--- src/rtl/fdc_pkg.sv ---
package fdc_pkg;

    // Default sizes of the filter.
    localparam int FDC_TAPS         = 64;
    localparam int FDC_SAMPLE_WIDTH = 16;
    localparam int FDC_COEF_WIDTH   = 16;

    // Port field widths.
    localparam int VALUE_W      = 16;
    localparam int COEF_IDX_W   = 6;
    localparam int ACC_W        = 40;
    localparam int OUT_IDX_W    = 16;
    localparam int IN_TDATA_W   = 40;
    localparam int OUT_TDATA_W  = 96;
    localparam int CFG_IDX_W    = 2;
    localparam int CFG_DATA_W   = 9;

    // Request kinds carried in tuser.
    localparam logic REQ_COEF   = 1'b0;
    localparam logic REQ_SAMPLE = 1'b1;

    // Configuration register indexes.
    localparam logic [CFG_IDX_W-1:0] REG_DECIM  = 2'd0;
    localparam logic [CFG_IDX_W-1:0] REG_TAPS   = 2'd1;
    localparam logic [CFG_IDX_W-1:0] REG_OFFSET = 2'd2;

    // Control from the sequencer to the multiply-accumulate pipeline.
    typedef struct packed {
        logic clear;
        logic issue;
    } mac_ctl_t;

endpackage

--- src/rtl/fdc_store.sv ---
module fdc_store
    import fdc_pkg::*;
#(
    parameter int TAPS         = FDC_TAPS,
    parameter int SAMPLE_WIDTH = FDC_SAMPLE_WIDTH,
    parameter int COEF_WIDTH   = FDC_COEF_WIDTH,
    parameter int AW           = 6
)
(
    input  logic                           clk,
    input  logic                           rst_n,
    input  logic                           hist_we,
    input  logic [AW-1:0]                  hist_waddr,
    input  logic signed [SAMPLE_WIDTH-1:0] hist_wre,
    input  logic signed [SAMPLE_WIDTH-1:0] hist_wim,
    input  logic [AW-1:0]                  hist_raddr,
    input  logic                           coef_we,
    input  logic [AW-1:0]                  coef_waddr,
    input  logic signed [COEF_WIDTH-1:0]   coef_wre,
    input  logic signed [COEF_WIDTH-1:0]   coef_wim,
    input  logic [AW-1:0]                  coef_raddr,
    output logic signed [SAMPLE_WIDTH-1:0] hist_rre,
    output logic signed [SAMPLE_WIDTH-1:0] hist_rim,
    output logic signed [COEF_WIDTH-1:0]   coef_rre,
    output logic signed [COEF_WIDTH-1:0]   coef_rim
);

    logic [2*SAMPLE_WIDTH-1:0] hist_mem [TAPS];
    logic [2*COEF_WIDTH-1:0]   coef_mem [TAPS];
    logic [TAPS-1:0]           coef_vld_reg;
    logic [2*SAMPLE_WIDTH-1:0] hist_rd_reg;
    logic [2*COEF_WIDTH-1:0]   coef_rd_reg;
    logic                      coef_rd_vld_reg;

    // Sample history: one write and one registered read per cycle.
    always_ff @(posedge clk)
    begin
        if (hist_we)
        begin
            hist_mem[hist_waddr] <= {hist_wim, hist_wre};
        end
        hist_rd_reg <= hist_mem[hist_raddr];
    end

    // Coefficient store: one write and one registered read per cycle.
    always_ff @(posedge clk)
    begin
        if (coef_we)
        begin
            coef_mem[coef_waddr] <= {coef_wim, coef_wre};
        end
        coef_rd_reg <= coef_mem[coef_raddr];
    end

    // A tap never written since reset reads as zero.
    always_ff @(posedge clk or negedge rst_n)
    begin
        if (!rst_n)
        begin
            coef_vld_reg    <= '0;
            coef_rd_vld_reg <= 1'b0;
        end
        else
        begin
            if (coef_we)
            begin
                coef_vld_reg[coef_waddr] <= 1'b1;
            end
            coef_rd_vld_reg <= coef_vld_reg[coef_raddr];
        end
    end

    assign hist_rre = hist_rd_reg[SAMPLE_WIDTH-1:0];
    assign hist_rim = hist_rd_reg[2*SAMPLE_WIDTH-1:SAMPLE_WIDTH];
    assign coef_rre = coef_rd_vld_reg ? coef_rd_reg[COEF_WIDTH-1:0] : '0;
    assign coef_rim = coef_rd_vld_reg ? coef_rd_reg[2*COEF_WIDTH-1:COEF_WIDTH] : '0;

endmodule

--- config.mk ---
export PLATFORM = sky130hd
export DESIGN_NAME = fdc_store
export DESIGN_NICKNAME = d
export VERILOG_FILES = /design/src/rtl/fdc_pkg.sv /design/src/rtl/fdc_store.sv
export SDC_FILE = /design/constraint.sdc
export NUM_CORES = 2
export LEC_CHECK = 0
export ABC_AREA = 1
export BUFFER_PORTS_ARGS = -buffer_cell sky130_fd_sc_hd__buf_2
export CAP_MARGIN = 10
export CORE_UTILIZATION = 33
export CTS_CLUSTER_DIAMETER = 50
export CTS_CLUSTER_SIZE = 25
export DETAILED_ROUTE_END_ITERATION = 8
export HOLD_SLACK_MARGIN = 0.08
export PLACE_DENSITY_LB_ADDON = 0.12
export SYNTH_ARGS = -nofsm -noshare
export SYNTH_HDL_FRONTEND = slang
export SYNTH_SLANG_ARGS = --single-unit
--- constraint.sdc ---
create_clock -name clk -period 1.8 [get_ports clk]
set_clock_uncertainty 0.1 [all_clocks]
set_input_delay 0.27 -clock clk [delete_from_list [all_inputs] [get_ports clk]]
set_output_delay 0.27 -clock clk [all_outputs]
set_load 0.02 [all_outputs]
==> impl_metrics.py <==
metrics = {
    "cts": {
        "root_buffer": "clkbuf_16",
        "cts_tree": "yes",
        "insertion_delay_ns": 1.08,
        "h-tree-depth": 5,
        "cts_sinks": 4225,
        "cts_max_path_buffers": 4,
        "clkTransAtPathRegs_ns": 0.06,
        "numCtsBuffers": 471,
    },
    "routing": {
        "drc": 0,
        "finalWirelength_mm": 582,
        "vias": 113662,
        "ant_nets": 0,
        "wire_per_inst_um": 26.0,
        "viasPerCell": 5.08,
        "drtIter0Drc": 10652,
        "drt-pass1-iter-count": 6,
    },
    "power": {
        "power_w": 0.229,
        "p_per_area_nw_per_um2": 1080,
        "leakagePower_nw": 76.6,
        "max-vdd-ir-drop_v": 0.000934,
    },
    "floorplanning": {
        "start_util_pct": 33.1,
        "core_sq_um": 509000,
        "die_w_um": 717,
        "die-area_sq_um": 514000,
        "die_h_um": 717,
        "num_io_pins": 156,
        "row_count": 262,
    },
    "worst_setup_path": {
        "worstSetupPathType": "reg -> out",
        "cp.arrival_ns": 2.09,
        "critPathCaptureType": "output port",
        "worst_setup_path_start_kind": "flip-flop",
        "cpLargestDelayFamily": "buffers and inverters",
        "startpoint": "coef_rd_vld_reg$_DFF_PN0_",
        "endpoint": "coef_rim[3]",
        "worst-path-buf-inv": 4,
        "crit_chain": "buf_12 -> buf_16 -> nand2_8 -> inv_2 -> buf_6",
        "cp.depth": 5,
        "cp_slowest_cell": "dfrtp_2",
        "rr_worst_depth": 8,
        "rr_endpoint": "coef_rd_reg[0]$_DFF_P_",
        "crit_path_max_fanout": 8,
        "r2r_slack_ns": 0.07,
        "slowest_delay_ns": 0.37,
        "cp.required_ns": 1.43,
        "r2r-start": "coef_mem[45][0]$_DFFE_PP_",
    },
    "timing": {
        "rsz0062_at_grt": "true",
        "timing.hold.ws_ns": 0.0268,
        "layout_worst_path_cycle_share_pct": 137,
        "slew_headroom_pct": 40.8,
        "timing.final.hold_violations": 0,
        "finalSetupViolations": 160,
        "setup_ws_ns": -0.661,
        "slew_violations": 0,
        "tightest_slew_ns": 0.888,
        "max_freq_ghz": 0.406,
        "period_needed_ns": 2.46,
    },
    "logic_synthesis": {
        "async_flop_share_pct": 1.54,
        "syn_area_sq_um": 169000,
        "syn_nets": 13987,
        "synth_edf_count": 4096,
        "yosysSeqAreaShare_pct": 74.7,
        "yosysWarningCount": 0,
        "synthCells": 13895,
        "avgSynthCellArea_sq_um": 12.1,
        "synth_flop_cell": "edfxtp_1",
        "ys_types": 19,
        "ys_ff_latch": 4225,
    },
    "global_route": {
        "grtUsageTotal_pct": 22.2,
        "grt_antenna_before_repair": 27,
        "grt-ovfl-total": 0,
        "grt_max_degree": 65,
        "grt_pass1_wl_mm": 829,
        "first_global_vias": 110005,
    },
    "min_path": {
        "hold_class": "in -> reg",
    },
    "layout": {
        "nFillCells": 47736,
        "final_core_util_pct": 41.6,
        "drive_gt1_share_pct": 17.9,
        "final_area_sq_um": 212000,
        "nNetsFinal": 15312,
        "final_common_cell": "nand2_1",
        "mostFrequentLayoutCells": "nand2_1 (4,571), edfxtp_1 (4,096), nand3_1 (3,870), buf_4 (894), buf_12 (599)",
        "synthToLayoutAreaGrowth_pct": 25.5,
    },
    "placed_design": {
        "pre_cts_slack_ns": -0.915,
        "port_buffers": 155,
        "routabilityCongestion": 0.800,
        "hpwl_mm": 364,
        "dpl_cell_area_sq_um": 193000,
    },
    "run_status": {
        "violations": "setup timing",
        "status": "complete, but fails checks",
    },
    "job": {
        "cap_violations": 0,
    },
}
## through the flow
stage / cells / TNS (ns)
floorplan: 13895 / -1027.91
global placement: 21365 / -463.24
detailed placement: 21365 / -446.24
CTS: 22373 / -69.79
global route: 22373 / -44.37
finish: 22378 / -40.72
## cell families after synthesis
logic type    share of synthesized area, %
flops                                 74.7
buf+inv                               3.01
simple gates                          22.3
## where the power goes
part           leakage (nW)  switching (W)  internal [W]  total, W
clock network          7.94         0.0443        0.0577     0.102
registers              38.2       0.000665         0.109     0.110
logic                  30.4         0.0114       0.00589    0.0173
## cells in the mapped netlist (9+ instances only)
cell	count	share of area, %
buf_4	86	0.38
nand2_1	4612	10
inv_1	60	0.13
buf_1	91	0.20
buf_6	64	0.43
nor3_1	9	0.027
dfxtp_1	64	0.76
edfxtp_1	4096	73
buf_2	481	1.4
clkbuf_1	186	0.41
dfrtp_1	65	0.96
nor2_1	134	0.30
or2_2	64	0.24
nand3_1	3875	11
## metal layers
metal,wire [um],up-vias,GRT usage (%)
met5,13,-,0
met4,13500,2,5.02
met3,28100,687,2.33
met2,267000,2831,35.2
met1,273000,57922,32.7
li1,-,52220,-
## worst min-delay path by stage
stage	endpoint	depth (start not counted)	slack, ns	startpoint
finish	coef_rd_reg[9]$_DFF_P_	9	0.03	coef_raddr[1]
global placement	coef_rd_vld_reg$_DFF_PN0_	2	0.26	rst_n
detailed placement	coef_rd_vld_reg$_DFF_PN0_	2	0.26	rst_n
global route	hist_mem[61][21]$_DFFE_PP_	6	0.09	hist_waddr[3]
CTS	hist_mem[29][17]$_DFFE_PP_	3	0.08	hist_wim[1]
floorplan	coef_rd_vld_reg$_DFF_PN0_	0	-0.13	rst_n
## layout make-up
cell class              instances  area (sq um)  area share (%)
well taps                    6732          8420            3.98
clock inverters               368          4440            2.10
clock buffers                 525         12200            5.75
multi-input cells            8695         39000            18.4
flip-flops and latches       4225        126000            59.5
inverters                      66           398           0.188
repair buffers               1761         21200            10.0
diodes                          6          15.0         0.00709
## repair_timing
action                                 4_1_cts  5_1_grt
gates cloned                                 3        2
resized for setup                          282       50
setup buffers                                1        2
endpoints found under the hold margin     7317      141
hold buffers                               111        9
setup endpoints to repair                   65      442
pin swaps                                    2        4
## worst register-to-register path: cells and delay by family, from the launching register on
family        cells  cell delay, ns
flops             1            0.39
simple gates      8            1.09
No activity file was read; power rests on OpenSTA's default activity.
