`config.mk`:
```
export PLATFORM = sky130hd
export DESIGN_NAME = fdc_mac
export DESIGN_NICKNAME = d
export VERILOG_FILES = /design/src/rtl/fdc_pkg.sv /design/src/rtl/fdc_mac.sv
export SDC_FILE = /design/constraint.sdc
export NUM_CORES = 2
export LEC_CHECK = 0
export BUFFER_PORTS_ARGS = -buffer_cell sky130_fd_sc_hd__buf_2
export CORE_MARGIN = 3
export CORE_UTILIZATION = 38
export DETAILED_ROUTE_END_ITERATION = 8
export GPL_TIMING_DRIVEN = 0
export SLEW_MARGIN = 20
export SYNTH_ARGS = -nofsm -noshare
export SYNTH_HDL_FRONTEND = slang
export SYNTH_SLANG_ARGS = --single-unit
export TNS_END_PERCENT = 100
```
`constraint.sdc`:
```
create_clock -name clk -period 4.5 [get_ports clk]
set_input_delay 0 -clock clk [delete_from_list [all_inputs] [get_ports clk]]
set_output_delay 0 -clock clk [all_outputs]
set_load 0.02 [all_outputs]
```
`src/rtl/fdc_pkg.sv`:
```
package fdc_pkg;

    // Default sizes of the filter.
    localparam int FDC_TAPS         = 64;
    localparam int FDC_SAMPLE_WIDTH = 16;
    localparam int FDC_COEF_WIDTH   = 16;

    // Port field widths.
    localparam int VALUE_W      = 16;
    localparam int COEF_IDX_W   = 6;
    localparam int ACC_W        = 40;
    localparam int OUT_IDX_W    = 16;
    localparam int IN_TDATA_W   = 40;
    localparam int OUT_TDATA_W  = 96;
    localparam int CFG_IDX_W    = 2;
    localparam int CFG_DATA_W   = 9;

    // Request kinds carried in tuser.
    localparam logic REQ_COEF   = 1'b0;
    localparam logic REQ_SAMPLE = 1'b1;

    // Configuration register indexes.
    localparam logic [CFG_IDX_W-1:0] REG_DECIM  = 2'd0;
    localparam logic [CFG_IDX_W-1:0] REG_TAPS   = 2'd1;
    localparam logic [CFG_IDX_W-1:0] REG_OFFSET = 2'd2;

    // Control from the sequencer to the multiply-accumulate pipeline.
    typedef struct packed {
        logic clear;
        logic issue;
    } mac_ctl_t;

endpackage

```
`src/rtl/fdc_mac.sv`:
```
module fdc_mac
    import fdc_pkg::*;
#(
    parameter int SAMPLE_WIDTH = FDC_SAMPLE_WIDTH,
    parameter int COEF_WIDTH   = FDC_COEF_WIDTH
)
(
    input  logic                           clk,
    input  logic                           rst_n,
    input  mac_ctl_t                       ctl,
    input  logic signed [SAMPLE_WIDTH-1:0] x_re,
    input  logic signed [SAMPLE_WIDTH-1:0] x_im,
    input  logic signed [COEF_WIDTH-1:0]   h_re,
    input  logic signed [COEF_WIDTH-1:0]   h_im,
    output logic                           busy,
    output logic signed [ACC_W-1:0]        acc_re,
    output logic signed [ACC_W-1:0]        acc_im
);

    localparam int PW = SAMPLE_WIDTH + COEF_WIDTH;

    logic                   rd_v_reg;
    logic                   mul_v_reg;
    logic signed [PW-1:0]   p_rr_reg;
    logic signed [PW-1:0]   p_ii_reg;
    logic signed [PW-1:0]   p_ri_reg;
    logic signed [PW-1:0]   p_ir_reg;
    logic signed [ACC_W-1:0] acc_re_reg;
    logic signed [ACC_W-1:0] acc_im_reg;
    logic signed [ACC_W-1:0] acc_re_next;
    logic signed [ACC_W-1:0] acc_im_next;

    // Valid flags follow each tap through memory read and multiply.
    always_ff @(posedge clk or negedge rst_n)
    begin
        if (!rst_n)
        begin
            rd_v_reg  <= 1'b0;
            mul_v_reg <= 1'b0;
        end
        else
        begin
            rd_v_reg  <= ctl.issue;
            mul_v_reg <= rd_v_reg;
        end
    end

    // Four partial products of the complex multiply, registered.
    always_ff @(posedge clk)
    begin
        if (rd_v_reg)
        begin
            p_rr_reg <= x_re * h_re;
            p_ii_reg <= x_im * h_im;
            p_ri_reg <= x_re * h_im;
            p_ir_reg <= x_im * h_re;
        end
    end

    // Wrapping accumulation at the output width.
    always_comb
    begin
        acc_re_next = acc_re_reg + ACC_W'(p_rr_reg) - ACC_W'(p_ii_reg);
        acc_im_next = acc_im_reg + ACC_W'(p_ri_reg) + ACC_W'(p_ir_reg);
    end

    always_ff @(posedge clk)
    begin
        if (ctl.clear)
        begin
            acc_re_reg <= '0;
            acc_im_reg <= '0;
        end
        else if (mul_v_reg)
        begin
            acc_re_reg <= acc_re_next;
            acc_im_reg <= acc_im_next;
        end
    end

    assign busy   = rd_v_reg | mul_v_reg;
    assign acc_re = acc_re_reg;
    assign acc_im = acc_im_reg;

endmodule

```
==> results_tabular.tex <==
\begin{tabular}{lr}
\hline
Metric & Value \\
\hline
\multicolumn{2}{l}{\textbf{Status}} \\
Run status & finished, violations left \\
Violated checks & negative setup slack \\
\multicolumn{2}{l}{\textbf{Place}} \\
Placed cell areas & 55700 sq um \\
Final RePlAce weighted congestion & 1.01 \\
Total placed cells including tap cells & 7390 \\
PortBufs & 148 \\
Post-detail-place hpwl & 148 mm \\
\multicolumn{2}{l}{\textbf{Clock network}} \\
Clock tree from TritonCTS & yes \\
Clock sink total & 210 \\
Library cell used as clock root buffer & sky130\_fd\_sc\_hd\_\_clkbuf\_16 \\
Clk\_lat worst skew & 0.59 ns \\
Number of buffers inserted during clock tree synthesis & 27 \\
Maximum level of the CTS H-tree & 1 \\
CTS Buffer Depth & 3 \\
CTS clk-pin slew, worst paths & 0.07 ns \\
\multicolumn{2}{l}{\textbf{Logic synthesis}} \\
Proportion of register bits with asynchronous set or reset after synthesis & 0.00952 \\
Share of the yosys chip area belonging to registers & 0.107 \\
Synthesized Nets & 7073 \\
Number of distinct library cell variants in the gate-level netlist after synthesis & 79 \\
Post-synthesis cell count & 5472 \\
Average cell area after synthesis & 9.42 sq um \\
Most used flip-flop cell after synthesis & sky130\_fd\_sc\_hd\_\_edfxtp\_1 \\
Synthesized area & 51600 sq um \\
Number of enable-type register cells in the synthesized netlist & 128 \\
Register bit count reported by yosys & 210 \\
Number of warning messages in the yosys log & 0 \\
\multicolumn{2}{l}{\textbf{Timing}} \\
Setup tns final & -53.15 ns \\
Max-slew headroom at the worst pin & 0.211 \\
F\_max & 172 MHz \\
Slew at the pin closest to its max-slew limit & 1.18 ns \\
Clock tree skew after final layout & 0.0164 ns \\
Setup slack after layout & -1.30 ns \\
Final clock period utilization by the worst path & 1.29 \\
Minimum clock period after layout & 5.80 ns \\
Max-slew violation count & 0 \\
Post-route worst hold slack & 0.0718 ns \\
Setup repair after global routing missed its margin & yes \\
Final number of hold-violating endpoints & 0 \\
Finish-stage setup viols & 74 \\
\multicolumn{2}{l}{\textbf{Floorplan}} \\
IO Count & 149 \\
Starting density of the core & 0.384 \\
Number of rows in the core area & 134 \\
Die area & 140000 sq um \\
Horizontal die dimension & 374 um \\
Floorplan die height & 374 um \\
Placeable core area & 134000 sq um \\
\multicolumn{2}{l}{\textbf{Global route}} \\
Number of global-route vias before repair & 42400 \\
Global-route wire length before repair & 283 mm \\
Tot GR Track Use & 0.277 \\
Total grt overflow & 0 \\
Largest net degree at the start of global routing & 56 \\
Number of antenna violations at the first check in global routing & 23 \\
\multicolumn{2}{l}{\textbf{Drt}} \\
Antenna Violating Nets Remaining & 0 \\
Drt initial violations & 3379 \\
Total length of routed wires & 192 mm \\
Remaining DRCs & 0 \\
Vias per cell & 5.19 \\
Routed length per placed instance & 24.7 um \\
Number of iterations in the first detailed-routing pass & 6 \\
Vias after detailed routing & 40400 \\
\multicolumn{2}{l}{\textbf{Worst setup path}} \\
CP Data Required Time & 4.79 ns \\
Crit start category & primary input \\
Reg2Reg Setup Slack & 0.16 ns \\
Data arrival, critical path & 6.09 ns \\
Type of the setup path with the least slack & primary input to flop \\
Endpoint type of the worst setup path & flop \\
Maximum fanout encountered on the critical timing path & 5 \\
\multicolumn{2}{l}{\textbf{Run}} \\
Count of maximum capacitance violations & 0 \\
\multicolumn{2}{l}{\textbf{Final layout}} \\
Area added between synthesis and finish & 25.4\% \\
Fin cells & 7784 \\
Fraction of final layout cells with drive strength greater than 1 & 0.195 \\
Number of nets in the layout & 7578 \\
Final Instance Area & 64700 sq um \\
\multicolumn{2}{l}{\textbf{Min path}} \\
Path type of the worst min-delay path & primary input to flop \\
\hline
\end{tabular}
[path summary, 6_finish.rpt]
kind / depth (start not counted) / end / startpoint
worst max-delay path: 25 / p_ri_reg[31]$_DFFE_PP_ / x_re[3]
worst min-delay path: 2 / rd_v_reg$_DFF_PN0_ / ctl[0]
worst max register to register: 15 / acc_re[39]$_SDFFE_PP0P_ / acc_re[1]$_SDFFE_PP0P_
worst min register to register: 2 / acc_re[1]$_SDFFE_PP0P_ / acc_re[1]$_SDFFE_PP0P_
max in group asynchronous: 3 / rd_v_reg$_DFF_PN0_ / rst_n
min in group asynchronous: 3 / rd_v_reg$_DFF_PN0_ / rst_n
[cell families (layout without fill, tap and decap cells)]
logic type                 Yosys count  after routing  share of synthesized area
DFF                                210            210                      0.107
buffers and inverters             1538           2063                      0.112
AOI/OAI and AO/OA                  517            517                     0.0652
xor gates and xnor gates           203            203                     0.0345
and+or+nand+nor                   1426           1426                      0.137
adders and majority gates         1533           1533                      0.536
other                                0             19                          0
muxes                               45             45                    0.00873
[routing by layer]
layer | global-route usage | part of all wire | up-vias
met4 | 0.109 | 0.050 | 8
li1 | - | - | 17500
met5 | 0 | 0.00066 | -
met2 | 0.415 | 0.43 | 1827
met1 | 0.381 | 0.41 | 20700
met3 | 0.0730 | 0.11 | 374
[final cells by class]
cell class / count / area [sq um]
inverter: 1321 / 4980
antenna: 19 / 47.5
buffer: 217 / 3660
clock buffer: 30 / 697
timing repair buffer: 476 / 4420
tap: 1768 / 2210
multi-input combinational: 3724 / 43000
sequential: 210 / 5500
fill: 12500 / 69500
clock inverter: 19 / 189
[synth_stat cells (all sizes together) (81+ instances only)]
master	n	area (sq um)
a21o	87	653
a21oi	172	861
and2	497	3110
clkbuf	207	777
edfxtp	128	3840
fa	1127	22600
ha	406	5080
inv	1320	4950
nand2	555	2080
nor2	187	704
o21ai	81	409
xnor2	149	1310
[stage by stage]
step / util / setup WS, ns
2_1_floorplan: - / -1.25
3_3_place_gp: 0.415 / -3.25
3_5_place_dp: 0.415 / -3.25
4_1_cts: 0.472 / -1.18
5_1_grt: 0.482 / -1.38
6_report: 0.482 / -1.30
[repair_timing]
| action | CTS | global route |
|---|---|---|
| setup endpoints to repair | 91 | 81 |
| hold endpoints to repair | 8 | 0 |
| pin swaps | 236 | 159 |
| setup buffers | 253 | 81 |
| hold buffers | 7 | 0 |
| gates cloned | 5 | 0 |
| resized for setup | 915 | 225 |
[placed cells by master (no fill, tap or decap), types with 93 or more instances in the layout]
master,netlist,layout
sky130_fd_sc_hd__fa_1,1127,1079
sky130_fd_sc_hd__clkbuf_16,0,133
sky130_fd_sc_hd__edfxtp_1,128,128
sky130_fd_sc_hd__buf_4,4,241
sky130_fd_sc_hd__buf_2,0,93
sky130_fd_sc_hd__nand2_1,555,536
sky130_fd_sc_hd__inv_1,1320,1271
sky130_fd_sc_hd__a21oi_1,172,114
sky130_fd_sc_hd__and2_1,497,440
sky130_fd_sc_hd__nor2_1,186,164
sky130_fd_sc_hd__ha_1,406,356
sky130_fd_sc_hd__xnor2_1,149,108
[critical path, stage by stage]
cell,delay (ns)
sky130_fd_sc_hd__buf_12,0.11
sky130_fd_sc_hd__clkbuf_16,0.14
sky130_fd_sc_hd__buf_12,0.14
sky130_fd_sc_hd__buf_6,0.11
sky130_fd_sc_hd__and2_4,0.13
sky130_fd_sc_hd__fa_1,0.48
sky130_fd_sc_hd__fa_1,0.52
sky130_fd_sc_hd__fa_1,0.57
sky130_fd_sc_hd__fa_1,0.45
sky130_fd_sc_hd__fa_1,0.51
sky130_fd_sc_hd__inv_1,0.05
sky130_fd_sc_hd__fa_1,0.49
sky130_fd_sc_hd__inv_2,0.05
sky130_fd_sc_hd__ha_4,0.23
sky130_fd_sc_hd__a21o_1,0.15
sky130_fd_sc_hd__a21o_1,0.17
sky130_fd_sc_hd__a21o_1,0.20
sky130_fd_sc_hd__a21o_1,0.20
sky130_fd_sc_hd__a21oi_2,0.15
sky130_fd_sc_hd__inv_2,0.07
sky130_fd_sc_hd__a211oi_4,0.34
sky130_fd_sc_hd__o311ai_4,0.19
sky130_fd_sc_hd__a31o_2,0.28
sky130_fd_sc_hd__a21oi_4,0.18
sky130_fd_sc_hd__xnor2_4,0.16
Power is not shown: default switching activity piles up to over one toggle a cycle in this logic, so the estimate is an artifact.
