===== src/rtl/fdc_pkg.sv =====
package fdc_pkg;

    // Default sizes of the filter.
    localparam int FDC_TAPS         = 64;
    localparam int FDC_SAMPLE_WIDTH = 16;
    localparam int FDC_COEF_WIDTH   = 16;

    // Port field widths.
    localparam int VALUE_W      = 16;
    localparam int COEF_IDX_W   = 6;
    localparam int ACC_W        = 40;
    localparam int OUT_IDX_W    = 16;
    localparam int IN_TDATA_W   = 40;
    localparam int OUT_TDATA_W  = 96;
    localparam int CFG_IDX_W    = 2;
    localparam int CFG_DATA_W   = 9;

    // Request kinds carried in tuser.
    localparam logic REQ_COEF   = 1'b0;
    localparam logic REQ_SAMPLE = 1'b1;

    // Configuration register indexes.
    localparam logic [CFG_IDX_W-1:0] REG_DECIM  = 2'd0;
    localparam logic [CFG_IDX_W-1:0] REG_TAPS   = 2'd1;
    localparam logic [CFG_IDX_W-1:0] REG_OFFSET = 2'd2;

    // Control from the sequencer to the multiply-accumulate pipeline.
    typedef struct packed {
        logic clear;
        logic issue;
    } mac_ctl_t;

endpackage


===== src/rtl/fdc_ctrl.sv =====
module fdc_ctrl
    import fdc_pkg::*;
#(
    parameter int TAPS = FDC_TAPS,
    parameter int AW   = 6,
    parameter int FW   = 7
)
(
    input  logic                  clk,
    input  logic                  rst_n,
    input  logic                  in_valid,
    output logic                  in_ready,
    input  logic                  req_type,
    input  logic [COEF_IDX_W-1:0] coef_index,
    input  logic                  last_of_frame,
    input  logic                  cfg_valid,
    input  logic [CFG_IDX_W-1:0]  cfg_index,
    input  logic [CFG_DATA_W-1:0] cfg_data,
    output logic                  hist_we,
    output logic [AW-1:0]         hist_waddr,
    output logic [AW-1:0]         hist_raddr,
    output logic                  coef_we,
    output logic [AW-1:0]         coef_waddr,
    output logic [AW-1:0]         coef_raddr,
    output mac_ctl_t              mac_ctl,
    input  logic                  mac_busy,
    input  logic                  out_free,
    output logic                  out_load,
    output logic [OUT_IDX_W-1:0]  out_index
);

    localparam logic [1:0] ST_IDLE   = 2'd0;
    localparam logic [1:0] ST_RUN    = 2'd1;
    localparam logic [1:0] ST_DRAIN  = 2'd2;
    localparam logic [1:0] ST_FINISH = 2'd3;

    localparam logic [8:0]    TAPS_9  = 9'(TAPS);
    localparam logic [FW-1:0] TAPS_F  = FW'(TAPS);
    localparam logic [AW-1:0] LAST_A  = AW'(TAPS - 1);

    logic [1:0]           state_reg, state_next;
    logic [8:0]           dec_reg, dec_next;
    logic [6:0]           taps_reg, taps_next;
    logic [5:0]           zoff_reg, zoff_next;
    logic [FW-1:0]        fill_reg, fill_next;
    logic [AW-1:0]        wptr_reg, wptr_next;
    logic [7:0]           skip_reg, skip_next;
    logic [OUT_IDX_W-1:0] ocnt_reg, ocnt_next;
    logic [OUT_IDX_W-1:0] oidx_reg, oidx_next;
    logic [FW-1:0]        n_reg, n_next;
    logic [FW-1:0]        cnt_reg, cnt_next;
    logic [AW-1:0]        rptr_reg, rptr_next;

    logic                 accept;
    logic [7:0]           skip_cur;
    logic [7:0]           m_minus1;
    logic [FW-1:0]        fill_inc;
    logic [8:0]           taps_eff;
    logic [8:0]           n_wide;

    // Per-sample arithmetic on the frame counters.
    always_comb
    begin
        skip_cur = (fill_reg == '0) ? 8'(zoff_reg) : skip_reg;
        if (dec_reg == '0)
        begin
            m_minus1 = 8'd0;
        end
        else if (dec_reg[8])
        begin
            m_minus1 = 8'd255;
        end
        else
        begin
            m_minus1 = dec_reg[7:0] - 8'd1;
        end
        fill_inc = (fill_reg == TAPS_F) ? fill_reg : fill_reg + FW'(1);
        taps_eff = ({2'b0, taps_reg} > TAPS_9) ? TAPS_9 : {2'b0, taps_reg};
        n_wide   = (taps_eff > 9'(fill_inc)) ? 9'(fill_inc) : taps_eff;
    end

    assign accept = in_valid && in_ready;

    // Sequencer and configuration registers.
    always_comb
    begin
        state_next  = state_reg;
        dec_next    = dec_reg;
        taps_next   = taps_reg;
        zoff_next   = zoff_reg;
        fill_next   = fill_reg;
        wptr_next   = wptr_reg;
        skip_next   = skip_reg;
        ocnt_next   = ocnt_reg;
        oidx_next   = oidx_reg;
        n_next      = n_reg;
        cnt_next    = cnt_reg;
        rptr_next   = rptr_reg;
        hist_we     = 1'b0;
        coef_we     = 1'b0;
        mac_ctl     = '0;
        out_load    = 1'b0;

        if (cfg_valid)
        begin
            case (cfg_index)
                REG_DECIM:  dec_next  = cfg_data;
                REG_TAPS:   taps_next = cfg_data[6:0];
                REG_OFFSET: zoff_next = cfg_data[5:0];
                default:    ;
            endcase
        end

        case (state_reg)
            ST_IDLE:
            begin
                if (accept && req_type == REQ_COEF)
                begin
                    coef_we = ({3'b0, coef_index} < TAPS_9);
                end
                else if (accept)
                begin
                    hist_we   = 1'b1;
                    wptr_next = (wptr_reg == LAST_A) ? '0 : wptr_reg + AW'(1);
                    fill_next = last_of_frame ? '0 : fill_inc;
                    if (skip_cur == '0)
                    begin
                        oidx_next     = ocnt_reg;
                        ocnt_next     = last_of_frame ? '0 : ocnt_reg + OUT_IDX_W'(1);
                        skip_next     = m_minus1;
                        n_next        = FW'(n_wide);
                        cnt_next      = '0;
                        rptr_next     = wptr_reg;
                        mac_ctl.clear = 1'b1;
                        state_next    = (n_wide == '0) ? ST_DRAIN : ST_RUN;
                    end
                    else
                    begin
                        skip_next = skip_cur - 8'd1;
                        ocnt_next = last_of_frame ? '0 : ocnt_reg;
                    end
                end
            end
            ST_RUN:
            begin
                mac_ctl.issue = 1'b1;
                cnt_next      = cnt_reg + FW'(1);
                rptr_next     = (rptr_reg == '0) ? LAST_A : rptr_reg - AW'(1);
                if (cnt_next == n_reg)
                begin
                    state_next = ST_DRAIN;
                end
            end
            ST_DRAIN:
            begin
                if (!mac_busy)
                begin
                    state_next = ST_FINISH;
                end
            end
            ST_FINISH:
            begin
                if (out_free)
                begin
                    out_load   = 1'b1;
                    state_next = ST_IDLE;
                end
            end
            default:
            begin
                state_next = ST_IDLE;
            end
        endcase
    end

    always_ff @(posedge clk or negedge rst_n)
    begin
        if (!rst_n)
        begin
            state_reg <= ST_IDLE;
            dec_reg   <= 9'd1;
            taps_reg  <= 7'd1;
            zoff_reg  <= '0;
            fill_reg  <= '0;
            wptr_reg  <= '0;
            skip_reg  <= '0;
            ocnt_reg  <= '0;
            n_reg     <= '0;
            cnt_reg   <= '0;
            rptr_reg  <= '0;
        end
        else
        begin
            state_reg <= state_next;
            dec_reg   <= dec_next;
            taps_reg  <= taps_next;
            zoff_reg  <= zoff_next;
            fill_reg  <= fill_next;
            wptr_reg  <= wptr_next;
            skip_reg  <= skip_next;
            ocnt_reg  <= ocnt_next;
            n_reg     <= n_next;
            cnt_reg   <= cnt_next;
            rptr_reg  <= rptr_next;
        end
    end

    // Output number travels with the result, no reset needed.
    always_ff @(posedge clk)
    begin
        oidx_reg <= oidx_next;
    end

    assign in_ready   = (state_reg == ST_IDLE);
    assign hist_waddr = wptr_reg;
    assign hist_raddr = rptr_reg;
    assign coef_waddr = AW'(coef_index);
    assign coef_raddr = cnt_reg[AW-1:0];
    assign out_index  = oidx_reg;

endmodule


===== config.mk =====
export PLATFORM = sky130hd
export DESIGN_NAME = fdc_ctrl
export DESIGN_NICKNAME = d
export VERILOG_FILES = /design/src/rtl/fdc_pkg.sv /design/src/rtl/fdc_ctrl.sv
export SDC_FILE = /design/constraint.sdc
export NUM_CORES = 1
export LEC_CHECK = 0
export ABC_AREA = 1
export BUFFER_PORTS_ARGS = -buffer_cell sky130_fd_sc_hd__buf_2
export CAP_MARGIN = 10
export CORE_MARGIN = 5
export CORE_UTILIZATION = 55
export DETAILED_ROUTE_END_ITERATION = 16
export GPL_TIMING_DRIVEN = 0
export PLACE_DENSITY = 0.77
export SYNTH_ARGS = -nofsm -noshare
export SYNTH_HDL_FRONTEND = slang
export SYNTH_SLANG_ARGS = --single-unit
export TNS_END_PERCENT = 100

===== constraint.sdc =====
create_clock -name clk -period 3.2 [get_ports clk]
set_input_delay 0.16 -clock clk [delete_from_list [all_inputs] [get_ports clk]]
set_output_delay 0.16 -clock clk [all_outputs]
set_load 0.005 [all_outputs]

==> impl_metrics.json, run 1 <==
{
  "min_period_ns": 3.03,
  "cts.sinks": 97,
  "worst_pin_slew_ns": 0.530,
  "synth_ff_type": "dfrtp_1",
  "synthMuxAreaShare": 0.00188,
  "p_seq_frac": 0.564,
  "vdd_ir_drop_max_mv": 0.210,
  "ys_seq_area_frac": 0.471,
  "p_leak_nw": 3.05,
  "dpl.cell_count": 826,
  "p_sw_mw": 0.677,
  "insertedDiodeCount": 0,
  "clkSlewWorstSetupHoldPaths_ns": 0.10,
  "finalSetupViolations": 0,
  "netlist_area_um2": 5330,
  "coreArea_um2": 9590,
  "max_freq_ghz": 0.330,
  "dr.pass1.iters": 4,
  "swShare": 0.286,
  "avgViaCountPerCell": 5.22,
  "vias": 4439,
  "synth-adder-area-share": 0.0446,
  "ios": 71,
  "synth_seq_cells": 97,
  "holdCritPathClass": "in2reg",
  "wl_met1_mm": 5.25,
  "die_y_um": 108,
  "max_slew_margin": 0.645,
  "clockBufferDepth": 2,
  "async_reset_ff_frac": 0.835,
  "first_iter_violations": 211,
  "drive_above_1_share": 0.188,
  "cap_violations": 0,
  "gp_congestion": 0.887,
  "arrival_ns": 2.87,
  "path_class": "reg2out",
  "postRouteAntennaNets": 0,
  "hold_viol_final": 0,
  "wl_mm": 11.4,
  "yosys_warnings": 0,
  "synth_top_family_by_area": "simple AND/OR/NAND/NOR gates",
  "postLayoutCoreUtil": 0.641,
  "grt_max_degree": 71,
  "fill_cells": 827,
  "synth_compound_area_frac": 0.136,
  "fin_cells": 851,
  "synth-edff-count": 16,
  "grt_usage": 0.205,
  "netlist_instances": 628,
  "p_int_mw": 1.69,
  "initial_core_util": 0.556,
  "gr-total-overflow": 0,
  "syn2layout_area_growth_pct": 15.4,
  "rsz0062_at_grt": "true",
  "drcViolationCount": 0,
  "crit_path_end_kind": "output port",
  "fin_skew_ns": 0.0178,
  "cp.required_ns": 3.04,
  "fin_crit_sh": 0.948,
  "portBuffers": 64,
  "clkPwrFrac": 0.333,
  "die_w_um": 108,
  "cp_max_fo": 10,
  "dp_hpwl_mm": 8.45,
  "status": "completed",
  "dr_wl_met2_mm": 5.40,
  "grt_pass1_vias": 4309,
  "htreeDepth": 3,
  "power_density_nw_per_um2": 385,
  "antenna_found_initial": 0,
  "setup_tns_ns": 0,
  "core.rowCount": 36,
  "fin_nets": 757,
  "syn_avg_cell_area_um2": 8.49,
  "combinationalPowerShare": 0.103,
  "die_area_um2": 11800,
  "startpoint_type": "flop",
  "syn-num-nets": 672,
  "top_layer_used": "met4",
  "wl_per_cell_um": 13.4,
  "cts_buffers": 9,
  "drv_slew": 0,
  "clk_latency_ns": 0.37,
  "grt_pass1_wl_mm": 19.5,
  "cts_root_buffer": "clkbuf_8",
  "ys_types": 49,
  "power_mw": 2.37,
  "met3WireLength_um": 582,
  "cts_tree": "built",
  "synthXorXnorAreaFrac": 0.0509,
  "synth-simple-area-share": 0.203
}
-- per-layer routing --
layer | vias up | global-route usage
li1 | 2226 | -
met1 | 2092 | 0.278
met2 | 104 | 0.346
met3 | 17 | 0.0251
met4 | 0 | 0.0640
met5 | - | 0
-- through the flow --
stage                     hold WS (ns)  cell area, um^2  worst slack, ns
after global placement           0.388             5820           -0.233
after detailed placement        0.0193             5850           -0.366
after global routing            0.0168             6150          -0.0702
after CTS                      0.00106             6080           0.0379
after floorplan                 -0.136             5330            0.297
final                           0.0199             6150            0.167
-- cells in the final DEF, fill, tap and decap left out, drive strengths merged, types with 2 or more instances in the layout --
| master | n |
|---|---|
| dfstp | 2 |
| o21ai | 70 |
| nand2 | 135 |
| nand3 | 35 |
| nor2 | 47 |
| o21bai | 2 |
| clkinvlp | 3 |
| clkinv | 3 |
| o31ai | 4 |
| buf | 90 |
| o221ai | 4 |
| nor4 | 3 |
| edfxtp | 16 |
| a21oi | 18 |
| ha | 19 |
| o22ai | 15 |
| clkbuf | 17 |
| inv | 90 |
| xor2 | 23 |
| xnor2 | 8 |
| nand4 | 5 |
| nor3 | 12 |
| nand3b | 3 |
| or2 | 2 |
| nor3b | 2 |
| dfrtp | 79 |
-- power by group through the flow --
stage	logic [mW]	clock network [mW]	registers, mW
2_1_floorplan	0.163	0	1.35
3_3_place_gp	0.229	0	1.36
3_5_place_dp	0.243	0	1.36
4_1_cts	0.245	0.803	1.34
5_1_grt	0.287	0.864	1.35
6_report	0.243	0.789	1.34
-- layout make-up --
class / count / area [um^2] / area share
well taps: 133 / 166 / 0.0271
plain buffers: 26 / 173 / 0.0281
clock buffers: 9 / 124 / 0.0201
repair inverters: 1 / 5.00 / 0.000814
multi-input cells: 417 / 2350 / 0.382
flip-flops and latches: 97 / 2510 / 0.408
clock inverters: 7 / 71.3 / 0.0116
repair buffers: 73 / 413 / 0.0671
inverters: 88 / 339 / 0.0551
-- what timing repair did --
| action | 4_1_cts | 5_1_grt |
|---|---|---|
| endpoints found under the setup margin | 20 | 14 |
| pin swaps | 0 | 1 |
| resized for setup | 4 | 9 |
| hold endpoints to repair | 79 | 0 |
| hold buffers | 1 | 0 |
| setup buffers | 2 | 5 |
| gates cloned | 1 | 0 |
-- path summary, 6_finish.rpt --
check                         startpoint            end  slack, ns  cells after the start
min                        last_of_frame   ocnt_reg[13]       0.02                      2
min in group asynchronous          rst_n     cnt_reg[3]       0.16                      2
max                          fill_reg[0]     mac_ctl[1]       0.17                     21
min reg2reg                 ocnt_reg[14]  out_index[14]       0.48                      0
max in group asynchronous          rst_n    taps_reg[0]       2.41                      3
max reg2reg                  fill_reg[0]    skip_reg[4]       0.28                     23
-- critical path: stages (launching register included) --
cell	delay, ns
dfrtp_1	0.36
inv_1	0.07
ha_1	0.20
nand2_1	0.09
nor2_2	0.05
nand2_2	0.10
buf_6	0.15
inv_1	0.08
nand2_1	0.06
nand2_1	0.05
inv_1	0.07
ha_2	0.18
nand2_2	0.08
nor2_4	0.11
nand2_2	0.08
nor2_4	0.16
nand3_4	0.14
inv_6	0.10
nand2_8	0.08
buf_6	0.17
inv_1	0.04
buf_2	0.10
-- cells by family (layout without fill, tap and decap cells) --
logic type | after synthesis | count (layout)
AO/OA/AOI/OAI | 122 | 122
XOR/XNOR | 31 | 31
AND/OR/NAND/NOR | 244 | 244
flip-flops | 97 | 97
multiplexers | 1 | 1
adder cells (fa/ha/maj) | 19 | 19
buffers and inverters | 114 | 204
-- cells in the mapped netlist, drive strengths merged, types with 2 or more instances --
cell | count | area, um^2
o221ai | 4 | 35.0
nor3b | 2 | 15.0
nor2 | 47 | 194
nand4 | 5 | 31.3
clkbuf | 7 | 26.3
edfxtp | 16 | 480
ha | 19 | 238
nor3 | 12 | 70.1
xor2 | 23 | 201
o21bai | 2 | 15.0
inv | 87 | 327
o21ai | 70 | 373
o22ai | 15 | 93.8
dfstp | 2 | 52.6
nor4 | 3 | 18.8
o31ai | 4 | 30.0
xnor2 | 8 | 70.1
or2 | 2 | 12.5
nand2 | 135 | 519
nand3 | 35 | 198
nand3b | 3 | 22.5
dfrtp | 79 | 1980
buf | 19 | 139
a21oi | 18 | 90.1
Note: power is estimated with default switching activity, not from simulation.
==> run 2: changes to the inputs <==
--- a/config.mk
+++ b/config.mk
@@ -7,12 +7,12 @@
 export LEC_CHECK = 0
 export ABC_AREA = 1
 export BUFFER_PORTS_ARGS = -buffer_cell sky130_fd_sc_hd__buf_2
-export CAP_MARGIN = 10
+export CAP_MARGIN = 25
 export CORE_MARGIN = 5
-export CORE_UTILIZATION = 55
+export CORE_UTILIZATION = 52
 export DETAILED_ROUTE_END_ITERATION = 16
 export GPL_TIMING_DRIVEN = 0
-export PLACE_DENSITY = 0.77
+export PLACE_DENSITY = 0.76
 export SYNTH_ARGS = -nofsm -noshare
 export SYNTH_HDL_FRONTEND = slang
 export SYNTH_SLANG_ARGS = --single-unit
==> constraint.sdc (replaced) <==
create_clock -name clk -period 2.6 [get_ports clk]
set_input_delay 0.13 -clock clk [delete_from_list [all_inputs] [get_ports clk]]
set_output_delay 0.13 -clock clk [all_outputs]
set_load 0.005 [all_outputs]
==> run 2 against run 1 <==
Compared with the run above:
- the flow now finishes with violations (setup timing)
- clock-buffer cell count unchanged
- die area up 5.2%
- core utilization increased by 1.8 points
- clock power up 23%
- sequential power up 24%
- first-iteration DRC count increased by 49%
- critical path type unchanged
- largest cell class is now multi-input combinational cells
- highest routed layer unchanged
==> impl_metrics.json, run 2 (synthesis results as in run 1) <==
{
  "arrival_ns": 2.58,
  "crit_path_end_kind": "output port",
  "first_iter_violations": 315,
  "slowest_delay_ns": 0.41,
  "combinationalPowerShare": 0.111,
  "clkSlewWorstSetupHoldPaths_ns": 0.10,
  "min_period_ns": 2.71,
  "postRouteAntennaNets": 0,
  "path_delay_family": "simple AND/OR/NAND/NOR gates",
  "clkPwrFrac": 0.329,
  "p_leak_nw": 3.30,
  "wl_per_cell_um": 15.1,
  "power_density_nw_per_um2": 442,
  "cap_violations": 0,
  "setup_slack_ns": -0.112,
  "wl_mm": 13.4,
  "max_slew_margin": 0.611,
  "rrSetupSlack_ns": -0.07,
  "worst_pin_slew_ns": 0.583,
  "hold_viol_final": 0,
  "portBuffers": 64,
  "fin_skew_ns": 0.0135,
  "antenna_found_initial": 0,
  "gp_congestion": 0.883,
  "fin_nets": 791,
  "final_common_cell": "nand2_1",
  "hold_depth": 3,
  "grt_max_degree": 50,
  "p_int_mw": 2.08,
  "timing.rr.end": "state_reg[0]",
  "die_w_um": 111,
  "dp_hpwl_mm": 8.97,
  "cts.sinks": 97,
  "clk_latency_ns": 0.38,
  "power_mw": 2.95,
  "drcViolationCount": 0,
  "cts_buffers": 9,
  "vias": 4687,
  "core.rowCount": 37,
  "fin_crit_sh": 1.04,
  "grt_pass1_wl_mm": 21.4,
  "holdCritPathClass": "in2reg",
  "dr.pass1.iters": 5,
  "avgViaCountPerCell": 5.28,
  "finalSetupViolations": 14,
  "path_class": "reg2out",
  "slowest_stage": "dfrtp_1",
  "ios": 71,
  "cp.required_ns": 2.47,
  "final_cell_mix": "112 x nand2_1, 79 x dfrtp_1, 78 x inv_1",
  "path_depth": 18,
  "status": "finished, violations left",
  "die_y_um": 111,
  "drive_above_1_share": 0.289,
  "clockBufferDepth": 2,
  "ff2ff_path_depth": 18,
  "path_cells": "inv_2 -> ha_4 -> nand2_4 -> nor2_4 -> nand2_2 -> buf_6 -> o21ai_4 -> ha_4 -> nand2_4 -> nor2_4 -> nand2_2 -> nor2_4 -> nand3_4 -> clkinv_4 -> nand2_8 -> buf_6 -> inv_2 -> buf_2",
  "failed_checks": "setup timing",
  "rsz0062_at_grt": "true",
  "worst-path-buf-inv": 6,
  "multi_input_area_um2": 2590,
  "cts_root_buffer": "clkbuf_8",
  "postLayoutCoreUtil": 0.659,
  "swShare": 0.295,
  "startpoint_type": "flop",
  "initial_core_util": 0.526,
  "fin_area_um2": 6680,
  "fill_cells": 812,
  "crit_path_frequent_cell": "nor2_4",
  "cp_max_fo": 6,
  "p_seq_frac": 0.561,
  "gr-total-overflow": 0,
  "vdd_ir_drop_max_mv": 0.273,
  "p_sw_mw": 0.870,
  "regArea_um2": 2510,
  "max_freq_ghz": 0.369,
  "htreeDepth": 3,
  "insertedDiodeCount": 0,
  "drv_slew": 0,
  "cts_tree": "built",
  "dpl_cell_area_um2": 5880,
  "grt_usage": 0.208,
  "min_to": "dec_reg[7]",
  "coreArea_um2": 10100,
  "grt_pass1_vias": 4589,
  "timing.rr.start": "fill_reg[0]",
  "min_from": "cfg_data[7]",
  "syn2layout_area_growth_pct": 25.4,
  "die_area_um2": 12400
}
run 2: changes by cell type in the layout (fill, tap and decap cells not counted), sizes merged:
cell         before  now
buf              90  123
clkinvlp          3    4
o21ai            70   71
dlygate4sd3       1    2
clkbuf           17   15
run 2: routing by layer:
layer  GRT usage  routed length (um)  vias up
li1            -                   -     2297
met1       0.261                5650     2252
met2       0.363                6840      119
met3      0.0415                 656       19
met4      0.0633                 218        0
met5           0                   0        -
run 2: final cells by class:
class | count | area share
multi-input cells | 418 | 0.387
flip-flops and latches | 97 | 0.376
repair buffers | 105 | 0.102
inverters | 88 | 0.0507
plain buffers | 26 | 0.0285
well taps | 136 | 0.0255
clock buffers | 9 | 0.0185
clock inverters | 7 | 0.00936
repair inverters | 2 | 0.00225
run 2: worst register-to-register path, cell delays in order (launching register included):
cell and delay (ns):
dfrtp_1 0.38, buf_4 0.14, ha_2 0.17, nand2_2 0.09, o21ai_0 0.18, o21ai_1 0.15, ha_1 0.37, a21oi_2 0.13
nor2_1 0.06, nor2_2 0.18, nand2_4 0.11, nand2_4 0.11, nand2_1 0.08, nand2_2 0.09, nand2_1 0.05, nor2_1 0.08
nand2_1 0.06, nand2_1 0.07, a21oi_1 0.07
run 2: power by group through the flow:
stage	registers, mW	logic, mW	clock network (mW)
CTS	1.65	0.316	0.970
global route	1.66	0.378	1.05
floorplan	1.66	0.201	0
detailed placement	1.68	0.304	0
finish	1.66	0.327	0.971
global placement	1.67	0.288	0
run 2: how the worst max path moves through the flow:
stage | start | to
5_1_grt | fill_reg[1] | mac_ctl[1]
3_5_place_dp | fill_reg[0] | skip_reg[3]
6_report | fill_reg[0] | mac_ctl[1]
3_3_place_gp | fill_reg[0] | state_reg[1]
2_1_floorplan | fill_reg[0] | skip_reg[3]
4_1_cts | fill_reg[1] | mac_ctl[1]
run 2: stage by stage:
stage          hold WS [ns]  instances  worst slack (ns)  setup TNS [ns]
2_1_floorplan        -0.166        628          0.000248               0
3_3_place_gp          0.381        828            -0.468          -13.01
3_5_place_dp          0.108        829            -0.513          -15.50
4_1_cts            0.000127        877            -0.141          -0.732
5_1_grt              0.0174        888            -0.221           -3.42
6_report            0.00418        888            -0.112          -0.584
run 2: repair_timing:
item                                    CTS  global route
buffers inserted                         27             9
endpoints found under the setup margin   69            65
resized for setup                        36            57
hold endpoints to repair                 32             0
hold buffers                              2             0
cloned                                    3             4
pin swaps                                12            15
